<file path="config.mk">
export PLATFORM = sky130hd
export DESIGN_NAME = call_argument_literal_lexer
export DESIGN_NICKNAME = d
export VERILOG_FILES = /design/src/design/cale_pkg.sv /design/src/design/cale_lexer.sv /design/src/design/cale_token_queue.sv /design/src/design/call_argument_literal_lexer.sv
export SDC_FILE = /design/constraint.sdc
export NUM_CORES = 1
export LEC_CHECK = 0
export ABC_CLOCK_PERIOD_IN_PS = 3900
export BUFFER_PORTS_ARGS = -buffer_cell sky130_fd_sc_hd__buf_2
export CORE_ASPECT_RATIO = 0.8
export CORE_UTILIZATION = 55
export CTS_CLUSTER_SIZE = 20
export DETAILED_ROUTE_END_ITERATION = 7
export HOLD_SLACK_MARGIN = 0.02
export PLACE_DENSITY_LB_ADDON = 0.05
export SLEW_MARGIN = 25
export SYNTH_ARGS = -nofsm -noshare
export SYNTH_HDL_FRONTEND = slang
export SYNTH_SLANG_ARGS = --single-unit
</file>
<file path="constraint.sdc">
create_clock -name clk -period 3.9 [get_ports clk]
set_clock_uncertainty 0.2 [all_clocks]
set_input_delay 0.585 -clock clk [delete_from_list [all_inputs] [get_ports clk]]
set_output_delay 0.585 -clock clk [all_outputs]
set_load 0.02 [all_outputs]
</file>
<file path="src/design/cale_pkg.sv">
`default_nettype none
// ----------------------------------------------------------------------------
// cale_pkg
// Shared types, character codes and helpers for the call argument lexer.
// ----------------------------------------------------------------------------
package cale_pkg;

  // Longest string literal, in bytes
  localparam logic [9:0] MAX_STRING_CHARS = 10'd1013;

  // Token queue between lexer and output side
  localparam int QDEPTH = 4;
  localparam int QPTR_W = $clog2(QDEPTH);
  localparam int QCNT_W = $clog2(QDEPTH + 1);

  // Character codes
  localparam logic [7:0] CH_NUL    = 8'h00;
  localparam logic [7:0] CH_SPACE  = 8'h20;
  localparam logic [7:0] CH_DQUOTE = 8'h22;
  localparam logic [7:0] CH_SQUOTE = 8'h27;
  localparam logic [7:0] CH_LPAREN = 8'h28;
  localparam logic [7:0] CH_RPAREN = 8'h29;
  localparam logic [7:0] CH_COMMA  = 8'h2C;
  localparam logic [7:0] CH_MINUS  = 8'h2D;
  localparam logic [7:0] CH_ZERO   = 8'h30;
  localparam logic [7:0] CH_NINE   = 8'h39;
  localparam logic [7:0] CH_UP_A   = 8'h41;
  localparam logic [7:0] CH_UP_F   = 8'h46;
  localparam logic [7:0] CH_UP_X   = 8'h58;
  localparam logic [7:0] CH_BSLASH = 8'h5C;
  localparam logic [7:0] CH_LO_A   = 8'h61;
  localparam logic [7:0] CH_LO_F   = 8'h66;
  localparam logic [7:0] CH_LO_N   = 8'h6E;
  localparam logic [7:0] CH_LO_R   = 8'h72;
  localparam logic [7:0] CH_LO_X   = 8'h78;
  localparam logic [7:0] CH_RBRACE = 8'h7D;
  localparam logic [7:0] CH_LF     = 8'h0A;
  localparam logic [7:0] CH_CR     = 8'h0D;

  // Lexer modes
  typedef enum logic [3:0] {
    M_SEEK      = 4'd0,
    M_ITEM      = 4'd1,
    M_NEG       = 4'd2,
    M_DEC       = 4'd3,
    M_HEX       = 4'd4,
    M_CHR       = 4'd5,
    M_CHR_ESC   = 4'd6,
    M_CHR_CLOSE = 4'd7,
    M_AFTER     = 4'd8,
    M_STR       = 4'd9,
    M_STR_ESC   = 4'd10,
    M_DRAIN     = 4'd11
  } mode_t;

  // Token kinds
  typedef enum logic [2:0] {
    K_INT   = 3'd0,
    K_CHAR  = 3'd1,
    K_SBYTE = 3'd2,
    K_SEND  = 3'd3,
    K_LEND  = 3'd4,
    K_ERR   = 3'd5
  } kind_t;

  // Error codes
  typedef enum logic [3:0] {
    E_NONE       = 4'd0,
    E_NO_PAREN   = 4'd1,
    E_BAD_CHAR   = 4'd2,
    E_X_MISPLACE = 4'd3,
    E_BAD_HEX    = 4'd4,
    E_EARLY_END  = 4'd5,
    E_CHR_OPEN   = 4'd6,
    E_CHR_EMPTY  = 4'd7,
    E_STR_LONG   = 4'd8
  } err_t;

  // One output token
  typedef struct packed {
    kind_t       kind;
    logic [31:0] value;
    err_t        code;
    logic        last;
  } tok_t;

  function automatic logic is_digit(input logic [7:0] b);
    return (b >= CH_ZERO) && (b <= CH_NINE);
  endfunction

  function automatic logic is_hex(input logic [7:0] b);
    return is_digit(b) || ((b >= CH_UP_A) && (b <= CH_UP_F)) ||
           ((b >= CH_LO_A) && (b <= CH_LO_F));
  endfunction

  function automatic logic [7:0] escape_value(input logic [7:0] b);
    logic [7:0] v;
    case (b)
      CH_LO_N: v = CH_LF;
      CH_LO_R: v = CH_CR;
      default: v = b;
    endcase
    return v;
  endfunction

  function automatic tok_t mk_tok(input kind_t k, input logic [31:0] v,
                                  input err_t c, input logic l);
    tok_t t;
    t.kind  = k;
    t.value = v;
    t.code  = c;
    t.last  = l;
    return t;
  endfunction

endpackage
`default_nettype wire

</file>
<file path="src/design/cale_lexer.sv">
`default_nettype none
// ----------------------------------------------------------------------------
// cale_lexer
// Front end: takes one line byte per transfer, updates the lexer state and
// produces zero, one or two tokens for the queue.
// ----------------------------------------------------------------------------
module cale_lexer
  import cale_pkg::*;
(
  input  wire logic       clk,
  input  wire logic       rst,
  input  wire logic       byte_valid,
  input  wire logic [7:0] line_byte,
  output tok_t            tok0,
  output tok_t            tok1,
  output logic [1:0]      tok_count
);

  mode_t       mode, mode_next;
  logic [31:0] acc, acc_next;
  logic        neg, neg_next;
  logic [9:0]  slen, slen_next;
  logic        hsp, hsp_next;

  logic [7:0]  b;
  logic [3:0]  dig;
  logic [3:0]  hdig;
  logic [31:0] int_val;
  logic [7:0]  esc;
  logic        do_item;
  mode_t       close_mode;

  assign b          = line_byte;
  assign dig        = b[3:0];
  assign hdig       = (b >= CH_UP_A) ? (b[3:0] + 4'd9) : b[3:0];
  assign int_val    = neg ? (32'd0 - acc) : acc;
  assign esc        = escape_value(b);
  assign close_mode = (b == CH_NUL) ? M_SEEK : M_DRAIN;

  // State register
  always_ff @(posedge clk) begin
    if (rst) begin
      mode <= M_SEEK;
      acc  <= '0;
      neg  <= 1'b0;
      slen <= '0;
      hsp  <= 1'b0;
    end else if (byte_valid) begin
      mode <= mode_next;
      acc  <= acc_next;
      neg  <= neg_next;
      slen <= slen_next;
      hsp  <= hsp_next;
    end
  end

  // Next state and token generation
  always_comb begin
    mode_next = mode;
    acc_next  = acc;
    neg_next  = neg;
    slen_next = slen;
    hsp_next  = hsp;
    tok0      = '0;
    tok1      = '0;
    tok_count = 2'd0;
    do_item   = 1'b0;

    case (mode)
      M_SEEK: begin
        if (b == CH_NUL) begin
          tok0      = mk_tok(K_ERR, 32'd0, E_NO_PAREN, 1'b1);
          tok_count = 2'd1;
          mode_next = M_SEEK;
        end else if (b == CH_LPAREN) begin
          mode_next = M_ITEM;
        end
      end
      M_ITEM: do_item = 1'b1;
      M_NEG: begin
        if (is_digit(b)) begin
          acc_next  = {28'd0, dig};
          neg_next  = 1'b1;
          hsp_next  = 1'b0;
          mode_next = M_DEC;
        end else begin
          do_item = 1'b1;
        end
      end
      M_DEC: begin
        if (is_digit(b)) begin
          acc_next = {acc[28:0], 3'b000} + {acc[30:0], 1'b0} + {28'd0, dig};
          hsp_next = 1'b0;
        end else if (b == CH_LO_X || b == CH_UP_X) begin
          if (acc != 32'd0) begin
            tok0      = mk_tok(K_ERR, 32'd0, E_X_MISPLACE, 1'b1);
            tok_count = 2'd1;
            mode_next = close_mode;
          end else begin
            hsp_next  = 1'b0;
            mode_next = M_HEX;
          end
        end else if (b == CH_RPAREN) begin
          tok0      = mk_tok(K_INT, int_val, E_NONE, 1'b0);
          tok1      = mk_tok(K_LEND, 32'd0, E_NONE, 1'b1);
          tok_count = 2'd2;
          mode_next = close_mode;
        end else if (b == CH_COMMA || b == CH_RBRACE) begin
          tok0      = mk_tok(K_INT, int_val, E_NONE, 1'b0);
          tok_count = 2'd1;
          mode_next = M_ITEM;
        end else if (b == CH_SPACE && !hsp) begin
          hsp_next = 1'b1;
        end else begin
          tok0      = mk_tok(K_ERR, 32'd0, E_BAD_CHAR, 1'b1);
          tok_count = 2'd1;
          mode_next = close_mode;
        end
      end
      M_HEX: begin
        if (is_hex(b) && !hsp) begin
          acc_next = {acc[27:0], hdig};
        end else if (b == CH_SPACE && !hsp) begin
          hsp_next = 1'b1;
        end else if (b == CH_RPAREN) begin
          tok0      = mk_tok(K_INT, int_val, E_NONE, 1'b0);
          tok1      = mk_tok(K_LEND, 32'd0, E_NONE, 1'b1);
          tok_count = 2'd2;
          mode_next = close_mode;
        end else if (b == CH_COMMA) begin
          tok0      = mk_tok(K_INT, int_val, E_NONE, 1'b0);
          tok_count = 2'd1;
          mode_next = M_ITEM;
        end else begin
          tok0      = mk_tok(K_ERR, 32'd0, E_BAD_HEX, 1'b1);
          tok_count = 2'd1;
          mode_next = close_mode;
        end
      end
      M_CHR: begin
        if (b == CH_NUL) begin
          tok0      = mk_tok(K_ERR, 32'd0, E_EARLY_END, 1'b1);
          tok_count = 2'd1;
          mode_next = close_mode;
        end else if (b == CH_SQUOTE) begin
          tok0      = mk_tok(K_ERR, 32'd0, E_CHR_EMPTY, 1'b1);
          tok_count = 2'd1;
          mode_next = close_mode;
        end else if (b == CH_BSLASH) begin
          mode_next = M_CHR_ESC;
        end else begin
          acc_next  = {{24{b[7]}}, b};
          mode_next = M_CHR_CLOSE;
        end
      end
      M_CHR_ESC: begin
        if (b == CH_NUL) begin
          tok0      = mk_tok(K_ERR, 32'd0, E_EARLY_END, 1'b1);
          tok_count = 2'd1;
          mode_next = close_mode;
        end else begin
          acc_next  = {{24{esc[7]}}, esc};
          mode_next = M_CHR_CLOSE;
        end
      end
      M_CHR_CLOSE: begin
        if (b != CH_SQUOTE) begin
          tok0      = mk_tok(K_ERR, 32'd0, E_CHR_OPEN, 1'b1);
          tok_count = 2'd1;
          mode_next = close_mode;
        end else begin
          tok0      = mk_tok(K_CHAR, acc, E_NONE, 1'b0);
          tok_count = 2'd1;
          mode_next = M_AFTER;
        end
      end
      M_AFTER: begin
        if (b == CH_NUL || b == CH_RPAREN) begin
          tok0      = mk_tok(K_LEND, 32'd0, E_NONE, 1'b1);
          tok_count = 2'd1;
          mode_next = close_mode;
        end else begin
          mode_next = M_ITEM;
        end
      end
      M_STR: begin
        if (b == CH_DQUOTE) begin
          tok0      = mk_tok(K_SEND, 32'd0, E_NONE, 1'b0);
          tok_count = 2'd1;
          mode_next = M_AFTER;
        end else if (b == CH_NUL) begin
          tok0      = mk_tok(K_ERR, 32'd0, E_EARLY_END, 1'b1);
          tok_count = 2'd1;
          mode_next = close_mode;
        end else if (slen >= MAX_STRING_CHARS) begin
          tok0      = mk_tok(K_ERR, 32'd0, E_STR_LONG, 1'b1);
          tok_count = 2'd1;
          mode_next = close_mode;
        end else if (b == CH_BSLASH) begin
          mode_next = M_STR_ESC;
        end else begin
          slen_next = slen + 10'd1;
          tok0      = mk_tok(K_SBYTE, {24'd0, b}, E_NONE, 1'b0);
          tok_count = 2'd1;
        end
      end
      M_STR_ESC: begin
        if (b == CH_NUL) begin
          tok0      = mk_tok(K_ERR, 32'd0, E_EARLY_END, 1'b1);
          tok_count = 2'd1;
          mode_next = close_mode;
        end else begin
          slen_next = slen + 10'd1;
          tok0      = mk_tok(K_SBYTE, {24'd0, esc}, E_NONE, 1'b0);
          tok_count = 2'd1;
          mode_next = M_STR;
        end
      end
      default: begin
        // discard the rest of the line
        if (b == CH_NUL) mode_next = M_SEEK;
      end
    endcase

    // Start of a list item (also reached after a lone minus)
    if (do_item) begin
      if (b == CH_NUL || b == CH_RPAREN) begin
        tok0      = mk_tok(K_LEND, 32'd0, E_NONE, 1'b1);
        tok_count = 2'd1;
        mode_next = close_mode;
      end else begin
        mode_next = M_ITEM;
        if (b == CH_SPACE || b == CH_COMMA) begin
          mode_next = M_ITEM;
        end else if (is_digit(b)) begin
          acc_next  = {28'd0, dig};
          neg_next  = 1'b0;
          hsp_next  = 1'b0;
          mode_next = M_DEC;
        end else if (b == CH_MINUS) begin
          mode_next = M_NEG;
        end else if (b == CH_SQUOTE) begin
          mode_next = M_CHR;
        end else if (b == CH_DQUOTE) begin
          slen_next = '0;
          mode_next = M_STR;
        end else begin
          tok0      = mk_tok(K_ERR, 32'd0, E_BAD_CHAR, 1'b1);
          tok_count = 2'd1;
          mode_next = close_mode;
        end
      end
    end
  end

endmodule
`default_nettype wire

</file>
<file path="src/design/cale_token_queue.sv">
`default_nettype none
// ----------------------------------------------------------------------------
// cale_token_queue
// Back end: short token queue taking up to two tokens per cycle and
// presenting them one per transfer on the output stream.
// ----------------------------------------------------------------------------
module cale_token_queue
  import cale_pkg::*;
(
  input  wire logic       clk,
  input  wire logic       rst,
  input  wire logic [1:0] push_count,
  input  tok_t            push0,
  input  tok_t            push1,
  output logic            room,
  output logic            out_valid,
  input  wire logic       out_ready,
  output tok_t            out_tok
);

  tok_t              slots [QDEPTH];
  logic [QPTR_W-1:0] wr_ptr, rd_ptr;
  logic [QCNT_W-1:0] count;
  logic              pop;

  // Room for the worst case of two tokens from one byte
  assign room      = (count <= QCNT_W'(QDEPTH - 2));
  assign out_valid = (count != '0);
  assign out_tok   = slots[rd_ptr];
  assign pop       = out_valid && out_ready;

  // Token storage
  always_ff @(posedge clk) begin
    if (push_count != 2'd0) slots[wr_ptr] <= push0;
    if (push_count == 2'd2) slots[wr_ptr + QPTR_W'(1)] <= push1;
  end

  // Pointers and fill level
  always_ff @(posedge clk) begin
    if (rst) begin
      wr_ptr <= '0;
      rd_ptr <= '0;
      count  <= '0;
    end else begin
      wr_ptr <= wr_ptr + QPTR_W'(push_count);
      if (pop) rd_ptr <= rd_ptr + QPTR_W'(1);
      count  <= count + QCNT_W'(push_count) - QCNT_W'(pop);
    end
  end

endmodule
`default_nettype wire

</file>
<file path="src/design/call_argument_literal_lexer.sv">
`default_nettype none
// ----------------------------------------------------------------------------
// call_argument_literal_lexer
// Lexes the argument list of a call command line into a token stream.
// ----------------------------------------------------------------------------
// Usage:
//   s_axis carries the command line, one byte per transfer, NUL ending the
//   line. m_axis carries tokens: kind on tuser, value and error code in
//   tdata, and tlast on list end or error (downstream drops a line whose run
//   ends in an error token).
//   Tokens: a token is written into the token queue when the byte that
//   causes it is taken, and is offered on m_axis in queue order.
//   Throughput: one byte per cycle while s_axis_tready is high. The lexer
//   state update is registered; the output side drains one token per
//   cycle while m_axis_tready is high, so both tokens of a byte that makes
//   two (a number closed by ')') are sent in turn. A four-entry token queue
//   sits between the lexer and the output; s_axis_tready is high while it
//   has at least two free entries, so during a receiver stall the input side
//   keeps taking token-making bytes until it has fewer, and then backs up.
//   Reset: the lexer returns to seeking '(' and the queue empties.
// ----------------------------------------------------------------------------
module call_argument_literal_lexer
  import cale_pkg::*;
(
  input  wire logic        clk,
  input  wire logic        rst,
  input  wire logic        s_axis_tvalid,
  output logic             s_axis_tready,
  input  wire logic [7:0]  s_axis_tdata,   // [7:0] line_byte
  output logic             m_axis_tvalid,
  input  wire logic        m_axis_tready,
  output logic [39:0]      m_axis_tdata,   // [31:0] token_value, [35:32] error_code
  output logic [2:0]       m_axis_tuser,   // [2:0] token_kind
  output logic             m_axis_tlast    // last
);

  logic       room;
  logic       byte_fire;
  tok_t       tok0, tok1, head;
  logic [1:0] tok_count;
  logic [1:0] push_count;

  assign s_axis_tready = room;
  assign byte_fire     = s_axis_tvalid && room;
  assign push_count    = byte_fire ? tok_count : 2'd0;

  // Front: byte lexer
  cale_lexer u_lexer (
    .clk        (clk),
    .rst        (rst),
    .byte_valid (byte_fire),
    .line_byte  (s_axis_tdata),
    .tok0       (tok0),
    .tok1       (tok1),
    .tok_count  (tok_count)
  );

  // Back: token queue and output stream
  cale_token_queue u_queue (
    .clk        (clk),
    .rst        (rst),
    .push_count (push_count),
    .push0      (tok0),
    .push1      (tok1),
    .room       (room),
    .out_valid  (m_axis_tvalid),
    .out_ready  (m_axis_tready),
    .out_tok    (head)
  );

  // Output packing
  assign m_axis_tdata = {4'd0, head.code, head.value};
  assign m_axis_tuser = head.kind;
  assign m_axis_tlast = head.last;

endmodule
`default_nettype wire
</file>
==> results of run 1 <==
[layer usage]
metal  share of wire, %  vias up  track usage [%]
met5                  0        -                0
met4                2.3        0             9.49
met3                6.6       81             3.88
met2                 45      579             54.9
met1                 46     6606             47.8
li1                   -     6502                -
[state kept, by name, summed over array words and instances, names as in the netlist, named ones only]
| register | flops |
|---|---|
| u_lexer.acc | 32 |
| u_lexer.hsp | 1 |
| u_lexer.mode | 4 |
| u_lexer.neg | 1 |
| u_lexer.slen | 10 |
| u_queue.count | 3 |
| u_queue.rd_ptr | 2 |
| u_queue.slots | 156 |
| u_queue.wr_ptr | 2 |
[how the worst min path moves through the flow]
stage | start | endpoint | cells past startpoint
final | u_queue.slots[1][26] | u_queue.slots[1][26] | 2
after global routing | u_queue.slots[3][34] | u_queue.slots[3][34] | 2
after CTS | u_queue.slots[1][27] | u_queue.slots[1][27] | 2
after detailed placement | u_queue.slots[1][28] | u_queue.slots[1][28] | 2
after global placement | u_queue.slots[1][5] | u_queue.slots[1][5] | 2
after floorplan | u_queue.slots[3][29] | u_queue.slots[3][29] | 2
[cells by family (layout without fill, tap and decap cells)]
group	Yosys count	count (layout)	synth area share, %
compound gates	580	580	26.4
xor+xnor	30	30	1.87
fa+ha+maj	74	74	6.76
buf+inv	156	281	5.43
flops	213	213	30.7
mux	47	47	6.84
other cells	1	4	0.0267
simple gates	582	582	22.1
[stage by stage]
| stage | setup TNS [ps] | power, W | std cells |
|---|---|---|---|
| 5_1_grt | -13.2 | 0.00726 | 2129 |
| 4_1_cts | 0 | 0.00697 | 2129 |
| 3_3_place_gp | -565 | 0.00463 | 2089 |
| 2_1_floorplan | 0 | 0.00386 | 1686 |
| 3_5_place_dp | -632 | 0.00464 | 2089 |
| 6_report | 0 | 0.00699 | 2129 |
[final cells by class]
class | instances | area share [%]
multi-input cells | 1317 | 55.3
flip-flops and latches | 213 | 26.4
repair buffers | 209 | 10.2
clock buffers | 32 | 4.18
well taps | 318 | 2.44
inverters | 32 | 0.737
clock inverters | 8 | 0.722
[cells in the final DEF, fill, tap and decap left out, types with 13 or more instances in the layout]
cell type,count
buf_12,18
xnor2_1,18
nand2_1,175
a21oi_1,129
o21ai_1,32
nand3_1,79
inv_1,31
dfxtp_1,207
buf_4,138
a211oi_1,19
clkbuf_16,24
o22ai_1,13
a31oi_1,13
nor3_1,31
nand3_2,32
nor2b_1,13
mux4_2,39
and3_1,21
nand2b_1,15
buf_2,53
a221oi_1,16
or3_1,13
o21ai_2,30
nor2_1,107
o21a_1,13
a21o_1,22
o21ai_0,190
ha_1,71
[tightest hold or removal path: cells and delay by family (launching register included)]
family | cells | cell delay [ps]
simple gates | 1 | 50
flops | 1 | 310
compound gates | 1 | 50
[repair_timing]
action                                  4_1_cts  5_1_grt
hold endpoints to repair                      0        0
endpoints found under the setup margin        0        7
gates resized for setup                       0        5
[power by group]
part	switching, W	internal [W]
sequential	0.000133	0.00229
clock	0.000971	0.00137
combinational	0.00134	0.000892
total	0.00244	0.00455
==> results.md, run 1 <==
* Root buf cell: clkbuf_16
* Pre-CTS WS at -184 ps
* Slew HR at 43.4%
* Worst r2r path cells at 14
* Yosys reg bits at 213
* Most frequent cells after synthesis: dfxtp_1, o21ai_0, nand2_1, a21oi_1, nor2_1
* Async SR Flop Fraction at 0%
* CP max-delay cell: fa_1
* Setup violators final at 0
* Die Ht at 145 um
* Final Wtd Congestion at 1.02
* Syn_area_per_cell at 8.34 um^2
* Port Buffer Count at 53
* Maximum clock path buffer count at 3
* Critical-path maximum fanout at 3
* Crit path launch: u_lexer.acc[0]
* Fmax at 0.272 GHz
* CP Cell Sequence: fa_1 > inv_1 > fa_1 > nand2b_1 > a2111oi_2 > buf_4 > nor2_1 > o31ai_2 > buf_4 > a21oi_1 > o41ai_2 > xor2_1 > a221oi_1 > nor3_1
* Diode count at 0
* Net count, final at 1882
* Row cnt at 51
* Worst-path clk slew at 70 ps
* Pwr Density at 429 nW/um^2
* Total Routing Usage GR at 33.9%
* Top delay family on crit path: compound AO/OA/AOI/OAI gates
* Initial core utilization at 56.8%
* Initial antenna violation count at 0
* Num CTS Buffers at 23
* Largest area contributor in the netlist: dfxtp_1
* Placed standard-cell area at 15500 um^2
* Post-synth EDFFs at 4
* VDD IR-drop max at 0.000348 V
* Critical R2R Launch: u_lexer.acc[0]
* Worst EP arrival at 3860 ps
* MaxCap Viol Count at 0
* FF-to-FF setup slack at 220 ps
* Reg2Reg Capture Point: u_lexer.acc[28]
* Routed WL at 44.9 mm
* Number of distinct library cells after synthesis at 107
* Drt pass-1 iters at 8
* TritonCTS clock tree: built
* Buf+Inv Stages, Crit Path at 3
* Vias in the first global route at 12626
* Vias per inst at 6.47
* IO Pins at 58
* Core Area at 24700 um^2
* Crit path largest cell delay at 540 ps
* Layout area overhead at 16.1%
* Post-CTS Setup Bufs at 0
* Critical Path End: u_lexer.acc[28]
* H-tree Lvls at 1
* Initial drt markers at 1454
* Main flop type after synthesis: dfxtp_1
* Slew Limit Fails at 0
* Synth warn at 0
* Worst-skew pair later-pin latency at 530 ps
* # hold bufs at CTS at 0
* Multi-input logic area at 9010 um^2
* Post-synthesis sequential area ratio at 30.7%
* Clk sinks at 213
* Final hold vios at 0
* Via Count at 13768
* Grt ovf at 0
* Routed Antenna Nets at 0
* Hpwl dp at 32.8 mm
* Die area at 26200 um^2
* P_leak at 6.44 nW
* PnR worst setup slack at 220 ps
* Largest net degree at the start of global routing at 40
* Status: finished, final reports clean
* Hold Crit Class: reg -> reg
* CP endpoint kind: register
* WP depth at 14
* Die Span X at 181 um
* Hold slack final at 245 ps
* Mapped Area at 14000 um^2
* Global-route wire length before repair at 70.6 mm
* Area share of the largest cell type after synthesis at 29.8%
* Drt wl/cell at 21.1 um
* Final Cell Area at 16300 um^2
* Tmin final at 3680 ps
* Critical path class: reg -> reg
* Register cell area after layout at 4310 um^2
* Mapped Cells at 1683
* Filler cell count at 2119
* Final core occ at 66.0%
* Crit share post-route at 94.3%
* CP startpoint kind: register
* DRC viols at 0
* Share of post-route cells with drive strength above 1 at 21.9%
* Pin slew with the least headroom to its limit at 848 ps
* Top-count cell post-synth: dfxtp_1
* CP required at 4080 ps
* Synth area leaders: dfxtp_1, o21ai_0, ha_1
Note: power is estimated with default switching activity, not from simulation.
==> run 2, diff against run 1 <==
ABC_CLOCK_PERIOD_IN_PS = unset   (was 3900)
CORE_MARGIN = 2   (was unset)
==> results.md, run 2 (synthesized netlist as in run 1, its figures left out) <==
* Crit share post-route at 96.2% (+1.9 points)
* Initial antenna violation count at 0 (unchanged)
* Number of flip-flops in the largest register at 156 (unchanged)
* Final hold vios at 0 (unchanged)
* Vias per inst at 6.46 (-0.18%)
* Routed Antenna Nets at 0 (unchanged)
* Via Count at 13873 (+0.76%)
* VDD IR-drop max at 0.000333 V (-4.3%)
* Layer with the highest usage: met2
* Grt ovf at 0 (unchanged)
* Final TNS setup at 0 ps (unchanged)
* # hold bufs at CTS at 0 (unchanged)
* CP Cell Sequence: fa_1 > inv_1 > fa_1 > nand2b_1 > a2111oi_2 > buf_4 > nor2_1 > o31ai_2 > buf_4 > a211oi_2 > o31ai_1 > buf_4 > a21oi_1 > o32a_1 > o31ai_1
* Die Ht at 147 um (+1.4%)
* Met1 GRT Util at 48.3% (+0.49 points)
* Net count, final at 1896 (+0.74%)
* Buf+Inv Stages, Crit Path at 4 (+1)
* TritonCTS clock tree: built
* Final core occ at 65.2% (-0.74 points)
* CP startpoint kind: register
* Global-route wire length before repair at 71.0 mm (+0.62%)
* CP endpoint kind: register
* DRC viols at 0 (unchanged)
* Drt wl/cell at 21.0 um (-0.56%)
* Worst EP arrival at 3990 ps (+130 ps)
* Crit path largest cell delay at 550 ps (about the same)
* MaxCap Viol Count at 0 (unchanged)
* Initial core utilization at 55.7% (-1.1 points)
* Top delay family on crit path: compound AO/OA/AOI/OAI gates
* Share of post-route cells with drive strength above 1 at 22.6% (+0.71 points)
* Post-CTS Setup Bufs at 0 (unchanged)
* Pre-CTS WS at -320 ps (-136 ps)
* Diode count at 0 (unchanged)
* Largest net degree at the start of global routing at 37 (-7.5%)
* Die Span X at 183 um (+1.1%)
* IO Pins at 58 (unchanged)
* Final Wtd Congestion at 0.982 (-3.9%)
* Maximum clock path buffer count at 3 (unchanged)
* Initial drt markers at 1442 (-0.83%)
* P_leak at 6.51 nW (+1.1%)
* Hold Crit Class: reg -> reg
* Finished Layout Cells at 2149 (+0.94%)
* Vias in the first global route at 12707 (+0.64%)
* Slew Limit Fails at 0 (unchanged)
* Worst-skew pair later-pin latency at 520 ps (about the same)
* Top reg by flops: u_queue.slots
* Most used cell, CP: buf_4
* Largest regs: u_queue.slots (156), u_lexer.acc (32), u_lexer.slen (10)
* CP required at 4140 ps (+60 ps)
* CP max-delay cell: fa_1
* Commonest non-fill, non-tap cell in the layout: dfxtp_1
* Clk sinks at 213 (unchanged)
* M3 GR Usage at 3.67% (-0.21 points)
* Setup violators final at 0 (unchanged)
* Worst-path clk slew at 60 ps (about the same)
* RSZ-0062 raised after global routing: true
* Die area at 26800 um^2 (+2.5%)
* Commonest cells after routing, fill and taps aside: dfxtp_1, o21ai_0, nand2_1, buf_4, a21oi_1
* PnR worst setup slack at 148 ps (-72.7 ps)
* Slew HR at 40.3% (-3.2 points)
* Placed cell count at 2109 (+0.96%)
* Met2 usage at 51.7% (-3.2 points)
* Drt pass-1 iters at 7 (-1)
* H-tree Lvls at 1 (unchanged)
* Status: finished, final reports clean
* Tmin final at 3750 ps (+72.7 ps)
* Port Buffer Count at 53 (unchanged)
* Root buf cell: clkbuf_16
* Critical-path maximum fanout at 3 (unchanged)
* Critical path class: reg -> reg
* Layout area overhead at 17.0%
* Routed WL at 45.1 mm (+0.38%)
* Core Area at 25200 um^2 (+2.0%)
* Row cnt at 52 (+2.0%)
* Num CTS Buffers at 23 (unchanged)
* Total Routing Usage GR at 32.9% (-1.0 points)
* Pin slew with the least headroom to its limit at 896 ps (+47.5 ps)
* Pwr Density at 419 nW/um^2 (-2.5%)
* Hpwl dp at 33.1 mm (+0.94%)
* Fmax at 0.267 GHz (-1.9%)
run 2: cell count changes in the layout (fill, tap and decap cells not counted), sizes merged:
cell / change
clkinvlp: +1
clkinv: +2
bufinv: -1
buf: +14
inv: -2
run 2: path summary, 6_finish.rpt:
check	endpoint	cells after the start	slack, ps	startpoint
hold / removal	u_queue.slots[1][25]	2	240	u_queue.slots[1][25]
hold reg to reg	u_queue.slots[1][25]	2	240	u_queue.slots[1][25]
setup / recovery	u_lexer.acc[30]	15	150	u_lexer.acc[0]
setup reg to reg	u_lexer.acc[30]	15	150	u_lexer.acc[0]
run 2: worst min-delay path: cells and delay by family, from the launching register on:
kind             cells  cell delay, ps
flip-flops           1             300
AND/OR/NAND/NOR      1              50
AO/OA/AOI/OAI        1              50
run 2: per-stage QoR:
step	power [W]	hold WS (ps)	area [um^2]
final	0.00688	245	16400
after global placement	0.00465	229	15600
after floorplan	0.00386	219	14000
after detailed placement	0.00466	236	15600
after global routing	0.00717	263	16400
after CTS	0.00685	237	16400
run 2: layout make-up:
cell class | instances | area (um^2)
Clock buffer | 32 | 669
Multi-Input combinational cell | 1317 | 9020
Fill cell | 2229 | 8750
Timing Repair Buffer | 223 | 1820
Inverter | 32 | 120
Tap cell | 324 | 405
Clock inverter | 8 | 90.1
Sequential cell | 213 | 4310
run 2: metal layers:
metal  vias up  wire, um
met5         -         0
met3        93      3430
met1      6632     20500
met2       615     20000
met4         0      1090
li1       6533         -
run 2: power by group:
group | internal [W] | total, W | switching, W
combinational | 0.000900 | 0.00224 | 0.00134
clock | 0.00128 | 0.00220 | 0.000923
sequential | 0.00229 | 0.00244 | 0.000148
total | 0.00446 | 0.00688 | 0.00241
run 2: what timing repair did:
action	CTS	global route
gates resized for setup	0	5
endpoints found under the hold margin	0	0
setup endpoints to repair	0	8
==> run 3, diff against run 2 <==
ABC_CLOCK_PERIOD_IN_PS = 3900   (was unset)
REMOVE_ABC_BUFFERS = 1   (was unset)
==> results.md, run 3 (synthesized netlist as in run 1, its figures left out) <==
* Layer with the highest usage: met1
* Num CTS Buffers at 23 (unchanged)
* H-tree Lvls at 1 (unchanged)
* Vias per inst at 6.45 (about the same)
* Worst-path clk slew at 70 ps (about the same)
* Commonest cells after routing, fill and taps aside: dfxtp_1, o21ai_0, nand2_1, buf_4, a21oi_1
* CP required at 4160 ps (+20 ps)
* Port Buffer Count at 53 (unchanged)
* Slew Limit Fails at 0 (unchanged)
* Switching part of the total power at 36.0% (+0.96 points)
* Diode count at 0 (unchanged)
* Sequential share of power at 36.3% (+0.9 points)
* Setup violators final at 0 (unchanged)
* Worst EP arrival at 3950 ps (-40 ps)
* Row cnt at 52 (unchanged)
* Met2 usage at 48.3% (-3.4 points)
* Hpwl dp at 33.5 mm (+1.2%)
* Pin slew with the least headroom to its limit at 805 ps (-91.1 ps)
* Largest regs: u_queue.slots (156), u_lexer.acc (32), u_lexer.slen (10)
* Net Sw Power at 0.00244 W (+1.1%)
* Met1 GRT Util at 50.7% (+2.4 points)
* Drt wl/cell at 21.3 um (+1.8%)
* Final Wtd Congestion at 1.02 (+4.0%)
* Total Routing Usage GR at 33.6% (+0.72 points)
* Via Count at 13769 (-0.75%)
* Hold Crit Class: reg -> reg
* Maximum clock path buffer count at 3 (unchanged)
* Status: finished, final reports clean
* Grt ovf at 0 (unchanged)
* Clock Power Share at 31.5% (-0.5 points)
* Global-route wire length before repair at 71.8 mm (+1.1%)
* Tmin final at 3700 ps (-53.9 ps)
* Post-CTS Setup Bufs at 0 (unchanged)
* Initial core utilization at 55.7% (unchanged)
* IO Pins at 58 (unchanged)
* Die Span X at 183 um (unchanged)
* Clk sinks at 213 (unchanged)
* CP startpoint kind: register
* Critical-path maximum fanout at 3 (unchanged)
* VDD IR-drop max at 0.000402 V (+21%)
* MaxCap Viol Count at 0 (unchanged)
* Critical path class: reg -> reg
* Final TNS setup at 0 ps (unchanged)
* Routed WL at 45.6 mm (+1.1%)
* Vias in the first global route at 12903 (+1.5%)
* Worst-skew pair later-pin latency at 540 ps (+20 ps)
* Top reg by flops: u_queue.slots
* Share of post-route cells with drive strength above 1 at 21.8% (-0.76 points)
* Commonest non-fill, non-tap cell in the layout: dfxtp_1
* Core Area at 25200 um^2 (unchanged)
* Die area at 26800 um^2 (unchanged)
* Net count, final at 1881 (-0.79%)
* Final core occ at 64.3% (-0.91 points)
* Drt pass-1 iters at 6 (-1)
* Fmax at 0.270 GHz (+1.5%)
* Layout area overhead at 15.4%
* DRC viols at 0 (unchanged)
* Crit share post-route at 94.8% (-1.4 points)
* Comb power frac at 32.3% (-0.3 points)
* CP endpoint kind: register
* Power Internal at 0.00433 W (-3.0%)
* M3 GR Usage at 7.66% (+4.0 points)
* Pwr Density at 418 nW/um^2 (-0.14%)
* Routed Antenna Nets at 0 (unchanged)
* RSZ-0062 raised after global routing: true
* Die Ht at 147 um (unchanged)
* Initial antenna violation count at 0 (unchanged)
* TritonCTS clock tree: built
* Initial drt markers at 1312 (-9.0%)
* Slew HR at 46.0% (+5.7 points)
* # hold bufs at CTS at 0 (unchanged)
* Number of flip-flops in the largest register at 156 (unchanged)
* Largest net degree at the start of global routing at 41 (+11%)
* Root buf cell: clkbuf_16
* Final hold vios at 0 (unchanged)
* P_leak at 6.39 nW (-1.8%)
run 3: cell count changes in the layout (fill, tap and decap cells not counted), sizes merged:
cell	before	now
bufinv	1	0
clkbuf	32	28
clkinv	3	6
inv	35	36
clkinvlp	1	3
buf	223	208
run 3: worst paths after layout:
path                                              to  depth (start not counted)  slack (ps)                  from
worst min-delay path            u_queue.slots[3][34]                          2         250  u_queue.slots[3][34]
worst min register to register  u_queue.slots[3][34]                          2         250  u_queue.slots[3][34]
worst max register to register       u_lexer.acc[30]                         14         200        u_lexer.acc[0]
worst max-delay path                 u_lexer.acc[30]                         14         200        u_lexer.acc[0]
run 3: per-layer routing:
layer	share of wire (%)	vias up
met5	0	-
met4	2.3	0
met3	10	67
met2	41	682
met1	47	6513
li1	-	6507
run 3: worst max-delay path, cell delays in order (launching register included):
cell,delay [ps]
dfxtp_1,350
fa_1,550
inv_1,60
fa_1,370
nand2b_1,190
a2111oi_2,340
buf_4,180
nor2_1,60
o31ai_4,230
a211oi_2,130
o31ai_1,270
buf_4,170
a21oi_1,80
o32a_1,370
o31ai_1,60
run 3: stage by stage:
step                      setup slack, ps  power [W]  instances  hold WS (ps)  cell area, um^2
after floorplan                     -1430    0.00376       1562           220            13400
after global placement               -192    0.00461       2094           230            15400
after detailed placement             -217    0.00464       2094           238            15400
after CTS                             132    0.00675       2135           248            16200
after global routing                -69.7    0.00708       2135           259            16200
final                                 202    0.00677       2135           245            16200
run 3: cell type report:
| type | count | area [um^2] |
|---|---|---|
| clock inverters | 13 | 103 |
| clock buffers | 28 | 624 |
| inverters | 32 | 120 |
| flip-flops and latches | 213 | 4310 |
| repair buffers | 208 | 1630 |
| well taps | 324 | 405 |
| fillers | 2238 | 8980 |
| multi-input cells | 1317 | 9010 |
run 3: power groups by stage:
stage	combinational [W]	clock, W	sequential (W)
2_1_floorplan	0.00125	0	0.00251
3_3_place_gp	0.00212	0	0.00249
3_5_place_dp	0.00214	0	0.00250
4_1_cts	0.00215	0.00215	0.00245
5_1_grt	0.00237	0.00225	0.00247
6_report	0.00219	0.00213	0.00246
run 3: timing repair:
| item | in CTS | in global routing |
|---|---|---|
| gates resized for setup | 0 | 4 |
| hold endpoints to repair | 0 | 0 |
| endpoints found under the setup margin | 0 | 4 |
